`config.mk`:
```
export PLATFORM = sky130hd
export DESIGN_NAME = double_ended_queue_top
export DESIGN_NICKNAME = d
export VERILOG_FILES = /design/src/dq_pkg.sv /design/src/double_ended_queue_top.sv /design/src/dq_ram.sv /design/src/dq_ctrl.sv /design/src/dq_datapath.sv
export SDC_FILE = /design/constraint.sdc
export NUM_CORES = 1
export LEC_CHECK = 0
export BUFFER_PORTS_ARGS = -buffer_cell sky130_fd_sc_hd__buf_2
export CAP_MARGIN = 15
export CORE_MARGIN = 2
export CORE_UTILIZATION = 39
export DETAILED_ROUTE_END_ITERATION = 16
export PLACE_DENSITY_LB_ADDON = 0.05
export REMOVE_ABC_BUFFERS = 1
export SYNTH_ARGS = -nofsm -noshare
export SYNTH_HDL_FRONTEND = slang
export SYNTH_SLANG_ARGS = --single-unit
```
`constraint.sdc`:
```
create_clock -name clk -period 14.6 [get_ports clk]
set_input_delay 1.46 -clock clk [delete_from_list [all_inputs] [get_ports clk]]
set_output_delay 1.46 -clock clk [all_outputs]
set_load 0.1 [all_outputs]
```
`src/dq_pkg.sv`:
```
`timescale 1ns / 1ps
// ----------------------------------------------------------------------------
// dq_pkg: shared types and codes for the double-ended queue
// Operation and status codes, controller states and the command and status
// structures that join the controller and the datapath.
// ----------------------------------------------------------------------------
package dq_pkg;

  localparam int DATA_W = 32;
  localparam int OP_W   = 3;
  localparam int ST_W   = 2;
  localparam int OCC_W  = 5;

  typedef logic [OP_W-1:0] op_t;
  typedef logic [ST_W-1:0] status_t;

  localparam op_t OP_PUSH_BACK  = 3'd0;
  localparam op_t OP_PUSH_FRONT = 3'd1;
  localparam op_t OP_POP_FRONT  = 3'd2;
  localparam op_t OP_POP_BACK   = 3'd3;
  localparam op_t OP_PEEK_FRONT = 3'd4;

  localparam status_t ST_OK    = 2'd0;
  localparam status_t ST_FULL  = 2'd1;
  localparam status_t ST_EMPTY = 2'd2;

  typedef enum logic [1:0] {
    S_IDLE,
    S_EXEC,
    S_READ
  } state_t;

  typedef struct packed {
    logic capture;
    logic exec;
    logic load_out;
  } cmd_t;

  typedef struct packed {
    logic out_blocked;
  } stat_t;

endpackage

```
`src/double_ended_queue_top.sv`:
```
`timescale 1ns / 1ps
// ----------------------------------------------------------------------------
// double_ended_queue_top: bounded double-ended queue of 32-bit words
// An accepted transaction passes through the execute and registered slot-RAM
// read steps of the sequencer before its result is loaded into the result
// register; a new transaction is not taken until the sequencer is idle again.
// A full result register that is not taken holds the sequencer in its read step.
// Synchronous active-low reset empties the queue; slot contents are not cleared.
// ----------------------------------------------------------------------------
module double_ended_queue_top #(
  parameter int DEPTH = 16
) (
  input  logic                             clk,
  input  logic                             rst_n,
  input  logic                             in_valid,
  output logic                             in_ready,
  input  logic [2:0]                       in_operation,
  input  logic signed [31:0]               in_value,
  output logic                             out_valid,
  input  logic                             out_ready,
  output logic signed [31:0]               out_read_data,
  output logic [1:0]                       out_status,
  output logic                             out_now_empty,
  output logic                             out_now_full,
  output logic [4:0]                       out_occupancy
);

  dq_pkg::cmd_t  cmd;
  dq_pkg::stat_t stat;

  dq_ctrl u_ctrl (
    .clk     (clk),
    .rst_n   (rst_n),
    .in_valid(in_valid),
    .in_ready(in_ready),
    .cmd     (cmd),
    .stat    (stat)
  );

  dq_datapath #(
    .DEPTH(DEPTH)
  ) u_datapath (
    .clk          (clk),
    .rst_n        (rst_n),
    .cmd          (cmd),
    .stat         (stat),
    .in_operation (in_operation),
    .in_value     (in_value),
    .out_valid    (out_valid),
    .out_ready    (out_ready),
    .out_read_data(out_read_data),
    .out_status   (out_status),
    .out_now_empty(out_now_empty),
    .out_now_full (out_now_full),
    .out_occupancy(out_occupancy)
  );

endmodule

```
`src/dq_ram.sv`:
```
`timescale 1ns / 1ps
// ----------------------------------------------------------------------------
// dq_ram: generic single-write, single-read RAM
// One write port and one read port with a registered, enabled read.
// ----------------------------------------------------------------------------
module dq_ram #(
  parameter int WIDTH = 32,
  parameter int DEPTH = 16
) (
  input  logic                     clk,
  input  logic                     we,
  input  logic [$clog2(DEPTH)-1:0] waddr,
  input  logic [WIDTH-1:0]         wdata,
  input  logic                     re,
  input  logic [$clog2(DEPTH)-1:0] raddr,
  output logic [WIDTH-1:0]         rdata
);

  logic [WIDTH-1:0] mem_r [DEPTH];
  logic [WIDTH-1:0] rdata_r;

  always_ff @(posedge clk) begin
    if (we) begin
      mem_r[waddr] <= wdata;
    end
    if (re) begin
      rdata_r <= mem_r[raddr];
    end
  end

  assign rdata = rdata_r;

endmodule

```
`src/dq_ctrl.sv`:
```
`timescale 1ns / 1ps
// ----------------------------------------------------------------------------
// dq_ctrl: request sequencer
// Takes a transaction, runs it through execute and read, then loads the
// result register once it is free.
// ----------------------------------------------------------------------------
module dq_ctrl (
  input  logic          clk,
  input  logic          rst_n,
  input  logic          in_valid,
  output logic          in_ready,
  output dq_pkg::cmd_t  cmd,
  input  dq_pkg::stat_t stat
);

  dq_pkg::state_t state_r;
  dq_pkg::state_t state_nxt;

  always_ff @(posedge clk) begin
    if (!rst_n) begin
      state_r <= dq_pkg::S_IDLE;
    end else begin
      state_r <= state_nxt;
    end
  end

  always_comb begin
    state_nxt = state_r;
    unique case (state_r)
      dq_pkg::S_IDLE: begin
        if (in_valid) begin
          state_nxt = dq_pkg::S_EXEC;
        end
      end
      dq_pkg::S_EXEC: begin
        state_nxt = dq_pkg::S_READ;
      end
      dq_pkg::S_READ: begin
        if (!stat.out_blocked) begin
          state_nxt = dq_pkg::S_IDLE;
        end
      end
      default: begin
        state_nxt = dq_pkg::S_IDLE;
      end
    endcase
  end

  always_comb begin
    in_ready     = 1'b0;
    cmd.capture  = 1'b0;
    cmd.exec     = 1'b0;
    cmd.load_out = 1'b0;
    unique case (state_r)
      dq_pkg::S_IDLE: begin
        in_ready    = 1'b1;
        cmd.capture = in_valid;
      end
      dq_pkg::S_EXEC: begin
        cmd.exec = 1'b1;
      end
      dq_pkg::S_READ: begin
        cmd.load_out = !stat.out_blocked;
      end
      default: begin
        in_ready = 1'b0;
      end
    endcase
  end

endmodule

```
`src/dq_datapath.sv`:
```
`timescale 1ns / 1ps
// ----------------------------------------------------------------------------
// dq_datapath: ring pointers, slot memory and result register
// Holds the head index and word count, addresses the slot RAM and builds
// the result of each transaction.
// ----------------------------------------------------------------------------
module dq_datapath #(
  parameter int DEPTH = 16
) (
  input  logic                        clk,
  input  logic                        rst_n,
  input  dq_pkg::cmd_t                cmd,
  output dq_pkg::stat_t               stat,
  input  dq_pkg::op_t                 in_operation,
  input  logic signed [dq_pkg::DATA_W-1:0] in_value,
  output logic                        out_valid,
  input  logic                        out_ready,
  output logic signed [dq_pkg::DATA_W-1:0] out_read_data,
  output dq_pkg::status_t             out_status,
  output logic                        out_now_empty,
  output logic                        out_now_full,
  output logic [dq_pkg::OCC_W-1:0]    out_occupancy
);

  localparam int IW = $clog2(DEPTH);
  localparam int CW = $clog2(DEPTH + 1);
  localparam int SW = CW + 1;

  dq_pkg::op_t               op_r;
  logic [dq_pkg::DATA_W-1:0] value_r;
  logic [IW-1:0]             head_r;
  logic [IW-1:0]             head_nxt;
  logic [CW-1:0]             count_r;
  logic [CW-1:0]             count_nxt;
  dq_pkg::status_t           status_r;
  dq_pkg::status_t           status_nxt;
  logic                      rd_hit_r;
  logic                      rd_hit_nxt;
  logic                      out_valid_r;

  logic signed [dq_pkg::DATA_W-1:0] out_data_r;
  dq_pkg::status_t           out_status_r;
  logic                      out_empty_r;
  logic                      out_full_r;
  logic [dq_pkg::OCC_W-1:0]  out_occ_r;

  logic                      is_full;
  logic                      is_empty;
  logic [SW-1:0]             back_sum;
  logic [IW-1:0]             back_idx;
  logic [IW-1:0]             head_dec;
  logic [IW-1:0]             head_inc;
  logic                      ram_we;
  logic [IW-1:0]             ram_waddr;
  logic                      ram_re;
  logic [IW-1:0]             ram_raddr;
  logic [dq_pkg::DATA_W-1:0] ram_rdata;

  assign is_full  = (count_r == CW'(DEPTH));
  assign is_empty = (count_r == '0);

  always_comb begin
    back_sum = SW'(head_r) + SW'(count_r);
    if (op_r == dq_pkg::OP_POP_BACK) begin
      back_sum = back_sum - SW'(1);
    end
    if (back_sum >= SW'(DEPTH)) begin
      back_sum = back_sum - SW'(DEPTH);
    end
    back_idx = IW'(back_sum);
    head_dec = (head_r == '0) ? IW'(DEPTH - 1) : head_r - IW'(1);
    head_inc = (head_r == IW'(DEPTH - 1)) ? '0 : head_r + IW'(1);
  end

  always_comb begin
    head_nxt   = head_r;
    count_nxt  = count_r;
    status_nxt = dq_pkg::ST_OK;
    rd_hit_nxt = 1'b0;
    ram_we     = 1'b0;
    ram_waddr  = back_idx;
    ram_re     = 1'b0;
    ram_raddr  = head_r;
    unique case (op_r)
      dq_pkg::OP_PUSH_BACK: begin
        if (is_full) begin
          status_nxt = dq_pkg::ST_FULL;
        end else begin
          ram_we    = cmd.exec;
          count_nxt = count_r + CW'(1);
        end
      end
      dq_pkg::OP_PUSH_FRONT: begin
        if (is_full) begin
          status_nxt = dq_pkg::ST_FULL;
        end else begin
          ram_we    = cmd.exec;
          ram_waddr = head_dec;
          head_nxt  = head_dec;
          count_nxt = count_r + CW'(1);
        end
      end
      dq_pkg::OP_POP_FRONT: begin
        if (is_empty) begin
          status_nxt = dq_pkg::ST_EMPTY;
        end else begin
          ram_re     = cmd.exec;
          rd_hit_nxt = 1'b1;
          head_nxt   = head_inc;
          count_nxt  = count_r - CW'(1);
        end
      end
      dq_pkg::OP_POP_BACK: begin
        if (is_empty) begin
          status_nxt = dq_pkg::ST_EMPTY;
        end else begin
          ram_re     = cmd.exec;
          ram_raddr  = back_idx;
          rd_hit_nxt = 1'b1;
          count_nxt  = count_r - CW'(1);
        end
      end
      dq_pkg::OP_PEEK_FRONT: begin
        if (is_empty) begin
          status_nxt = dq_pkg::ST_EMPTY;
        end else begin
          ram_re     = cmd.exec;
          rd_hit_nxt = 1'b1;
        end
      end
      default: begin
        status_nxt = dq_pkg::ST_OK;
      end
    endcase
  end

  dq_ram #(
    .WIDTH(dq_pkg::DATA_W),
    .DEPTH(DEPTH)
  ) u_ram (
    .clk  (clk),
    .we   (ram_we),
    .waddr(ram_waddr),
    .wdata(value_r),
    .re   (ram_re),
    .raddr(ram_raddr),
    .rdata(ram_rdata)
  );

  always_ff @(posedge clk) begin
    if (!rst_n) begin
      head_r      <= '0;
      count_r     <= '0;
      out_valid_r <= 1'b0;
    end else begin
      if (cmd.exec) begin
        head_r  <= head_nxt;
        count_r <= count_nxt;
      end
      if (cmd.load_out) begin
        out_valid_r <= 1'b1;
      end else if (out_ready) begin
        out_valid_r <= 1'b0;
      end
    end
  end

  always_ff @(posedge clk) begin
    if (cmd.capture) begin
      op_r    <= in_operation;
      value_r <= in_value;
    end
    if (cmd.exec) begin
      status_r <= status_nxt;
      rd_hit_r <= rd_hit_nxt;
    end
    if (cmd.load_out) begin
      out_data_r   <= rd_hit_r ? ram_rdata : '0;
      out_status_r <= status_r;
      out_empty_r  <= is_empty;
      out_full_r   <= is_full;
      out_occ_r    <= dq_pkg::OCC_W'(count_r);
    end
  end

  assign stat.out_blocked = out_valid_r && !out_ready;
  assign out_valid        = out_valid_r;
  assign out_read_data    = out_data_r;
  assign out_status       = out_status_r;
  assign out_now_empty    = out_empty_r;
  assign out_now_full     = out_full_r;
  assign out_occupancy    = out_occ_r;

  a_count_bound: assert property (@(posedge clk) disable iff (!rst_n)
    count_r <= CW'(DEPTH))
    else $error("Word count exceeds the ring depth.");

  a_head_bound: assert property (@(posedge clk) disable iff (!rst_n)
    head_r <= IW'(DEPTH - 1))
    else $error("Head index left the ring.");

  a_push_grows: assert property (@(posedge clk) disable iff (!rst_n)
    cmd.exec && ram_we |=> count_r == $past(count_r) + CW'(1))
    else $error("Accepted push did not add one word.");

  a_read_shrinks: assert property (@(posedge clk) disable iff (!rst_n)
    cmd.exec && ram_re && op_r != dq_pkg::OP_PEEK_FRONT
      |=> count_r == $past(count_r) - CW'(1))
    else $error("Accepted pop did not remove one word.");

  a_load_valid: assert property (@(posedge clk) disable iff (!rst_n)
    cmd.load_out |=> out_valid_r)
    else $error("Result register loaded without raising valid.");

endmodule
```
Word-level counts from Yosys, hierarchy flattened
Memory sizes are Yosys's and may differ from the RTL's. A register that Yosys moved wholly into a read port is not among the register bits. Cells that the tools add are included.

Register bits after elaboration: 91. Latch bits: 0. Bits in writable memories: 512. Memory bits (read-only): 0. Input bits: 39. Output and inout bits: 43. Word-level logic and storage cells: 85. Memories kept: 1.

Memory list: u_datapath.u_ram.mem_r (words 16, width 32, rd ports 1, clocked after memory_dff 1, write ports 1, RTL line dq_ram.sv:19) `logic [WIDTH-1:0] mem_r [DEPTH];`.

Add/sub/neg operators: 7. Multiply operators: 0. Div/mod/pow operators: 0. Order comparisons: 1. Equality and inequality tests: 14. Shift-type cells: 0. Muxes and demuxes: 33. Bitwise logic cells: 0. Reduce and logical (&&, ||, !) cells: 16.

Operator list (count): 4-bit 2-to-1 mux (9); 1-bit 2-to-1 mux (14); 2-bit inequality test, second input constant (6); 5-bit 2-to-1 mux (2); 5-bit case mux with 2 select lines (1); 4-bit case mux with 2 select lines (1); 4-bit AND reduction (2); 4-bit by 1-bit subtractor with 4-bit output, second input constant (2); 4-bit by 5-bit adder with 6-bit output (1); 3-bit by 2-bit equality test with 1-bit output, second input constant (2); 6-bit by 5-bit greater-or-equal comparator with 1-bit output, second input constant (1); 2-bit 2-to-1 mux (3); 6-bit 2-to-1 mux (1); 2-bit case mux with 3 select lines (1); 2-bit nonzero test (3); 6-bit by 1-bit subtractor with 6-bit output, second input constant (1); 5-bit by 1-bit adder with 5-bit output, second input constant (1); 5-bit equality test, second input constant (1); 5-bit zero test (1); 5-bit by 1-bit subtractor with 5-bit output, second input constant (1); 4-bit by 1-bit adder with 4-bit output, second input constant (1); 4-bit equality test, second input constant (1); 4-bit zero test (1); 2-bit case mux with 2 select lines (1); other kinds (11) (13).

Logic depth before layout (Yosys ltp)
Depth in word-level cells: 7. Mapped depth: 11. Mapped depth without buffers: 10.

Modules after synthesis
From an unflattened synthesis, not the netlist that was laid out.

Cells, all modules: 1101. Area, all modules: 23911.7 um^2.

By module, submodules not included: dq_ram (times used 1, cells an instance 838, area an instance 20155.6 um^2); dq_datapath (times used 1, cells an instance 253, area an instance 3662.3 um^2); dq_ctrl (times used 1, cells an instance 10, area an instance 93.8 um^2).

Worst setup path before layout
OpenSTA, ideal clock, no wires.

Path type: reg2reg. From: register u_datapath.count_r[0]. To: memory u_datapath.u_ram.mem_r[12][0] (enable). Library setup time: 461 ps. Arrival: 4292 ps. Data required time: 14139 ps. Slack: 9847 ps. Cell stages (with the launch flop): 9. Buffers on the path: 0. Path through: dfxtp_1 ha_1 fa_1 inv_1 ha_1 nand4b_1 xor2_1 mux2_2 nor3_1.

Cells in the longest elaborated chain, start to end: 7. Elaborated cells between the ends (all ways): 13. Those cells by class: 3 x add/sub; 1 x order compare; 1 x eq/ne; 8 x mux.

RTL lines: from (decl) (RTL line dq_datapath.sv:33) `logic [CW-1:0] count_r;`; from (signal assigned) (RTL line dq_datapath.sv:158) `count_r <= count_nxt;`; 4-bit by 5-bit adder with 6-bit output (RTL line dq_datapath.sv:63) `back_sum = SW'(head_r) + SW'(count_r);`; 6-bit by 1-bit subtractor with 6-bit output (RTL line dq_datapath.sv:65) `back_sum = back_sum - SW'(1);`; 6-bit 2-to-1 mux (RTL line dq_datapath.sv:64) `if (op_r == dq_pkg::OP_POP_BACK) begin`; 6-bit by 5-bit greater-or-equal comparator with 1-bit output or 4-bit by 1-bit subtractor with 4-bit output (tied branches) (RTL line dq_datapath.sv:67, dq_datapath.sv:68); 4-bit 2-to-1 mux (RTL line dq_datapath.sv:67) `if (back_sum >= SW'(DEPTH)) begin`; 4-bit 2-to-1 mux (RTL line dq_datapath.sv:94) `if (is_full) begin`; 4-bit 2-to-1 mux (RTL line dq_datapath.sv:84) `unique case (op_r)`; to (decl) (RTL line dq_ram.sv:19).

Several ways; a longest one is shown, not always the timed one.

Worst setup path after layout
From: register u_datapath.count_r[0]. To: register u_datapath.u_ram.rdata_r[29] (netlist: u_datapath.u_ram.rdata[29]), read port of u_datapath.u_ram.mem_r, data pin.

Cells in the longest elaborated chain, start to end: 7. Elaborated cells between the ends (all ways): 11. Those cells by class: 3 x add/sub; 1 x order compare; 6 x mux; 1 x reduce/logical.

RTL lines: 4-bit by 5-bit adder with 6-bit output (RTL line dq_datapath.sv:63); 6-bit by 1-bit subtractor with 6-bit output (RTL line dq_datapath.sv:65); 6-bit 2-to-1 mux (RTL line dq_datapath.sv:64); 6-bit by 5-bit greater-or-equal comparator with 1-bit output or 4-bit by 1-bit subtractor with 4-bit output (tied branches) (RTL line dq_datapath.sv:67, dq_datapath.sv:68); 4-bit 2-to-1 mux (RTL line dq_datapath.sv:67); 4-bit 2-to-1 mux (RTL line dq_datapath.sv:114) `if (is_empty) begin`; 4-bit 2-to-1 mux (RTL line dq_datapath.sv:84); to (decl) (RTL line dq_ram.sv:20) `logic [WIDTH-1:0] rdata_r;`.

Several ways; a longest one is shown, not always the timed one. A chain may end at the register's enable or synchronous reset.

==> flow_results.xml <==
<?xml version="1.0" encoding="UTF-8"?>
<metrics>
  <group name="synthesis">
    <metric name="syn_area_per_cell" unit="sq um">15.9</metric>
    <metric name="synth.largest_area_cell" unit="">sky130_fd_sc_hd__edfxtp_1</metric>
    <metric name="post_synth_inst_count" unit="">1575</metric>
    <metric name="mappedNetlistArea" unit="sq um">25100</metric>
    <metric name="async_flop_share" unit="%">0</metric>
    <metric name="synth-seq-cells" unit="">635</metric>
    <metric name="synth_top_area_share" unit="%">74.5</metric>
    <metric name="synth_edf_count" unit="">623</metric>
    <metric name="ys_types" unit="">57</metric>
    <metric name="ys_seq_area_share" unit="%">75.5</metric>
    <metric name="synth.yosys.warnings" unit="">0</metric>
    <metric name="synth_ff_type" unit="">sky130_fd_sc_hd__edfxtp_1</metric>
    <metric name="netlist_top_cells_area" unit="">sky130_fd_sc_hd__edfxtp_1, sky130_fd_sc_hd__mux2i_1, sky130_fd_sc_hd__a32o_1, sky130_fd_sc_hd__nand2_1, sky130_fd_sc_hd__nand3_1</metric>
  </group>
  <group name="worst_hold_path">
    <metric name="hold_depth" unit="">0</metric>
    <metric name="hold_path_class" unit="">register to register</metric>
  </group>
  <group name="global_route">
    <metric name="grt_pass1_vias" unit="">14200</metric>
    <metric name="gr-max-usage-layer" unit="">met2</metric>
    <metric name="met2_usage" unit="%">30.7</metric>
    <metric name="gr-usage-met3" unit="%">3.40</metric>
    <metric name="grt.overflow.total" unit="">0</metric>
    <metric name="global_route_wire_length_before_repair" unit="um">96200</metric>
    <metric name="grt_antenna_before_repair" unit="">0</metric>
    <metric name="grt_usage" unit="%">19.6</metric>
    <metric name="met1_usage" unit="%">28.1</metric>
    <metric name="grt_start_max_net_pins" unit="">70</metric>
  </group>
  <group name="power_and_ir_drop">
    <metric name="cellPowerDensity" unit="nW/um^2">134</metric>
    <metric name="worst_ir_drop_vdd" unit="mV">0.0794</metric>
    <metric name="design_power_total" unit="mW">3.87</metric>
    <metric name="p_leak" unit="nW">9.97</metric>
  </group>
  <group name="placement">
    <metric name="dp.final_hpwl" unit="um">33300</metric>
    <metric name="dpl-instance-area" unit="sq um">26600</metric>
    <metric name="detailedPlace.worstSlack" unit="ps">10260</metric>
    <metric name="gp_routability_congestion" unit="">0.787</metric>
    <metric name="io_buffer_count" unit="">81</metric>
  </group>
  <group name="routing">
    <metric name="vias_per_cell" unit="">5.49</metric>
    <metric name="drtIter0Drc" unit="">1025</metric>
    <metric name="totalWireLength" unit="um">64700</metric>
    <metric name="wl_per_cell" unit="um">25.1</metric>
    <metric name="detailroute.via_count" unit="">14100</metric>
    <metric name="detail_route.drc_violations" unit="">0</metric>
    <metric name="1st_pass_router_iterations" unit="">5</metric>
    <metric name="detail-route-antenna-nets" unit="">0</metric>
  </group>
  <group name="cts">
    <metric name="tritoncts_clock_tree" unit="">yes</metric>
    <metric name="clockRootBuffer" unit="">sky130_fd_sc_hd__clkbuf_16</metric>
    <metric name="maximum_number_of_buffers_from_clock_root_to_sink" unit="">3</metric>
    <metric name="cts-htree-levels" unit="">3</metric>
    <metric name="cts_hold_repair.buffers" unit="">0</metric>
    <metric name="cts-buffers-inserted" unit="">71</metric>
    <metric name="post-cts-setup-buffers" unit="">0</metric>
    <metric name="clkSinkCount" unit="">635</metric>
    <metric name="worst_setup_hold_path_clk_slew" unit="ps">60</metric>
    <metric name="skew_pair_late_insertion_delay" unit="ps">600</metric>
    <metric name="cts-resized-gates" unit="">0</metric>
  </group>
  <group name="timing">
    <metric name="timing.slew.headroom" unit="%">26.2</metric>
    <metric name="grt_setup_unrepaired" unit="">no</metric>
    <metric name="fin_setup_tns" unit="ps">0</metric>
    <metric name="report.final.slew_viol_count" unit="">0</metric>
    <metric name="achievable-frequency" unit="MHz">231</metric>
    <metric name="tightestPinTransition" unit="ps">1110</metric>
    <metric name="post-route-min-period" unit="ps">4330</metric>
    <metric name="worst_slack" unit="ps">10270</metric>
    <metric name="finalClockSkew" unit="ps">15.9</metric>
    <metric name="report.final.setup_viol" unit="">0</metric>
    <metric name="post-route-period-util" unit="%">29.6</metric>
    <metric name="report.final.hold_viol_count" unit="">0</metric>
  </group>
  <group name="floorplan">
    <metric name="fp.dieArea" unit="sq um">66400</metric>
    <metric name="die_y" unit="um">258</metric>
    <metric name="coreArea" unit="sq um">64000</metric>
    <metric name="die_width" unit="um">258</metric>
    <metric name="ioPinCount" unit="">82</metric>
    <metric name="initial_core_util" unit="%">39.2</metric>
    <metric name="rows" unit="">93</metric>
  </group>
  <group name="cells_and_area">
    <metric name="flow.area_growth_from_synthesis" unit="%">14.8</metric>
    <metric name="finish.instance_area" unit="sq um">28800</metric>
    <metric name="final.fill_count" unit="">5635</metric>
    <metric name="num-nets-final" unit="">1717</metric>
    <metric name="post_route_cells_drive_above_1_share" unit="%">16.5</metric>
    <metric name="n_antenna_cell" unit="">0</metric>
  </group>
  <group name="worst_setup_path">
    <metric name="critical_path.startpoint" unit="">u_datapath.count_r[0]</metric>
    <metric name="regToRegEndpoint" unit="">u_datapath.u_ram.rdata[29]</metric>
    <metric name="critical_path.reg2reg.startpoint" unit="">u_datapath.count_r[0]</metric>
    <metric name="setup.worst_path.end" unit="">u_datapath.u_ram.rdata[29]</metric>
    <metric name="crit_arrival" unit="ps">4630</metric>
    <metric name="critical_path_peak_fanout" unit="">40</metric>
    <metric name="nature_of_the_critical_path_endpoint" unit="">register</metric>
    <metric name="timing.critical_path.required" unit="ps">14910</metric>
    <metric name="cp-start-kind" unit="">register</metric>
    <metric name="worst-r2r-setup-slack" unit="ps">10270</metric>
    <metric name="criticalPathCategory" unit="">register to register</metric>
    <metric name="ff2ff_path_depth" unit="">10</metric>
  </group>
  <group name="job">
    <metric name="drv.max_cap_violation_count" unit="">0</metric>
  </group>
  <group name="status">
    <metric name="outcome" unit="">finished, final reports clean</metric>
  </group>
</metrics>
-- worst min-delay path by stage --
stage | from | to | slack, ps
floorplan | u_datapath.status_r[0] | u_datapath.out_status[0] | 400
global placement | u_datapath.status_r[1] | u_datapath.out_status[1] | 410
detailed placement | u_datapath.status_r[1] | u_datapath.out_status[1] | 410
CTS | u_datapath.status_r[1] | u_datapath.out_status[1] | 420
global route | u_datapath.status_r[1] | u_datapath.out_status[1] | 440
finish | u_datapath.status_r[1] | u_datapath.out_status[1] | 420
-- placed cells by master (no fill, tap or decap), types with 9 or more instances in the layout --
| master | netlist | routed |
|---|---|---|
| sky130_fd_sc_hd__a32o_1 | 96 | 96 |
| sky130_fd_sc_hd__o32ai_2 | 33 | 30 |
| sky130_fd_sc_hd__nand3_1 | 131 | 131 |
| sky130_fd_sc_hd__a21oi_1 | 9 | 9 |
| sky130_fd_sc_hd__dfxtp_1 | 12 | 12 |
| sky130_fd_sc_hd__clkinv_2 | 0 | 11 |
| sky130_fd_sc_hd__mux2i_1 | 103 | 103 |
| sky130_fd_sc_hd__ha_1 | 10 | 10 |
| sky130_fd_sc_hd__nand2_1 | 199 | 198 |
| sky130_fd_sc_hd__nor2_4 | 0 | 9 |
| sky130_fd_sc_hd__nor2_1 | 17 | 9 |
| sky130_fd_sc_hd__buf_2 | 30 | 81 |
| sky130_fd_sc_hd__nand4_1 | 34 | 34 |
| sky130_fd_sc_hd__buf_4 | 2 | 43 |
| sky130_fd_sc_hd__nor3_2 | 0 | 9 |
| sky130_fd_sc_hd__clkinv_1 | 0 | 22 |
| sky130_fd_sc_hd__and2_1 | 37 | 36 |
| sky130_fd_sc_hd__clkbuf_1 | 70 | 9 |
| sky130_fd_sc_hd__clkbuf_16 | 0 | 73 |
| sky130_fd_sc_hd__o21ai_0 | 70 | 70 |
| sky130_fd_sc_hd__edfxtp_1 | 623 | 623 |
-- state kept, by name, summed over array words and instances (netlist names) --
name                      flops
u_datapath.u_ram.mem_r      512
u_datapath.out_read_data     32
u_datapath.u_ram.rdata       32
u_datapath.value_r           32
u_datapath.count_r            5
u_datapath.out_occupancy      5
u_datapath.head_r             4
u_datapath.op_r               3
u_ctrl.state_r                2
u_datapath.out_status         2
u_datapath.status_r           2
u_datapath.out_now_empty      1
u_datapath.out_now_full       1
u_datapath.out_valid          1
u_datapath.rd_hit_r           1
-- per-stage QoR --
stage               hold WS (ps)  instances  util (%)
floorplan                    400       1469         -
global placement             413       2448      41.6
detailed placement           409       2448      41.6
CTS                          421       2574      45.0
global route                 438       2574      45.0
finish                       418       2574      45.0
-- synthesized netlist by cell type (all sizes together) (9+ instances only) --
| library cell | number |
|---|---|
| nor2 | 18 |
| buf | 36 |
| clkbuf | 70 |
| o32ai | 35 |
| nand4 | 34 |
| a21oi | 10 |
| and2 | 38 |
| edfxtp | 623 |
| nand2 | 199 |
| o21ai | 72 |
| nor2b | 9 |
| mux2i | 103 |
| nand3 | 131 |
| nor3 | 12 |
| a32o | 96 |
| dfxtp | 12 |
| ha | 10 |
-- critical path, cell delays in order, from the launching register on --
cell,delay (ps)
sky130_fd_sc_hd__dfxtp_1,520
sky130_fd_sc_hd__ha_1,250
sky130_fd_sc_hd__fa_1,470
sky130_fd_sc_hd__inv_1,120
sky130_fd_sc_hd__ha_1,160
sky130_fd_sc_hd__nand4b_1,180
sky130_fd_sc_hd__xor2_1,280
sky130_fd_sc_hd__o22ai_4,850
sky130_fd_sc_hd__buf_4,710
sky130_fd_sc_hd__a32o_1,360
sky130_fd_sc_hd__o32ai_2,120
-- power by group --
group | internal [mW] | switching [mW] | total, mW
Combinational | 0.0410 | 0.0984 | 0.139
Sequential | 2.02 | 0.0290 | 2.05
Clock | 0.981 | 0.700 | 1.68
-- cells by family after synthesis --
family          count (synthesis)  synth area share [%]
mux                           105                  4.20
compound gates                239                  8.50
flops                         635                  75.5
xor+xnor                       12                 0.474
fa+ha+maj                      12                 0.658
simple gates                  458                  8.67
buf+inv                       114                  2.00
-- layer usage --
metal / vias up / wire [um]
li1: 6390 / -
met1: 7283 / 30300
met2: 358 / 29900
met3: 106 / 2820
met4: 0 / 1660
met5: - / 0
-- final cells by class --
type / count / area, sq um / share of cell area [%]
clock buffers: 82 / 1860 / 6.46
repair buffers: 124 / 728 / 2.53
clock inverters: 44 / 315 / 1.09
flip-flops and latches: 635 / 18900 / 65.8
inverters: 8 / 30.0 / 0.104
well taps: 855 / 1070 / 3.71
multi-input cells: 826 / 5850 / 20.3
(Power assumes the default switching activity.)
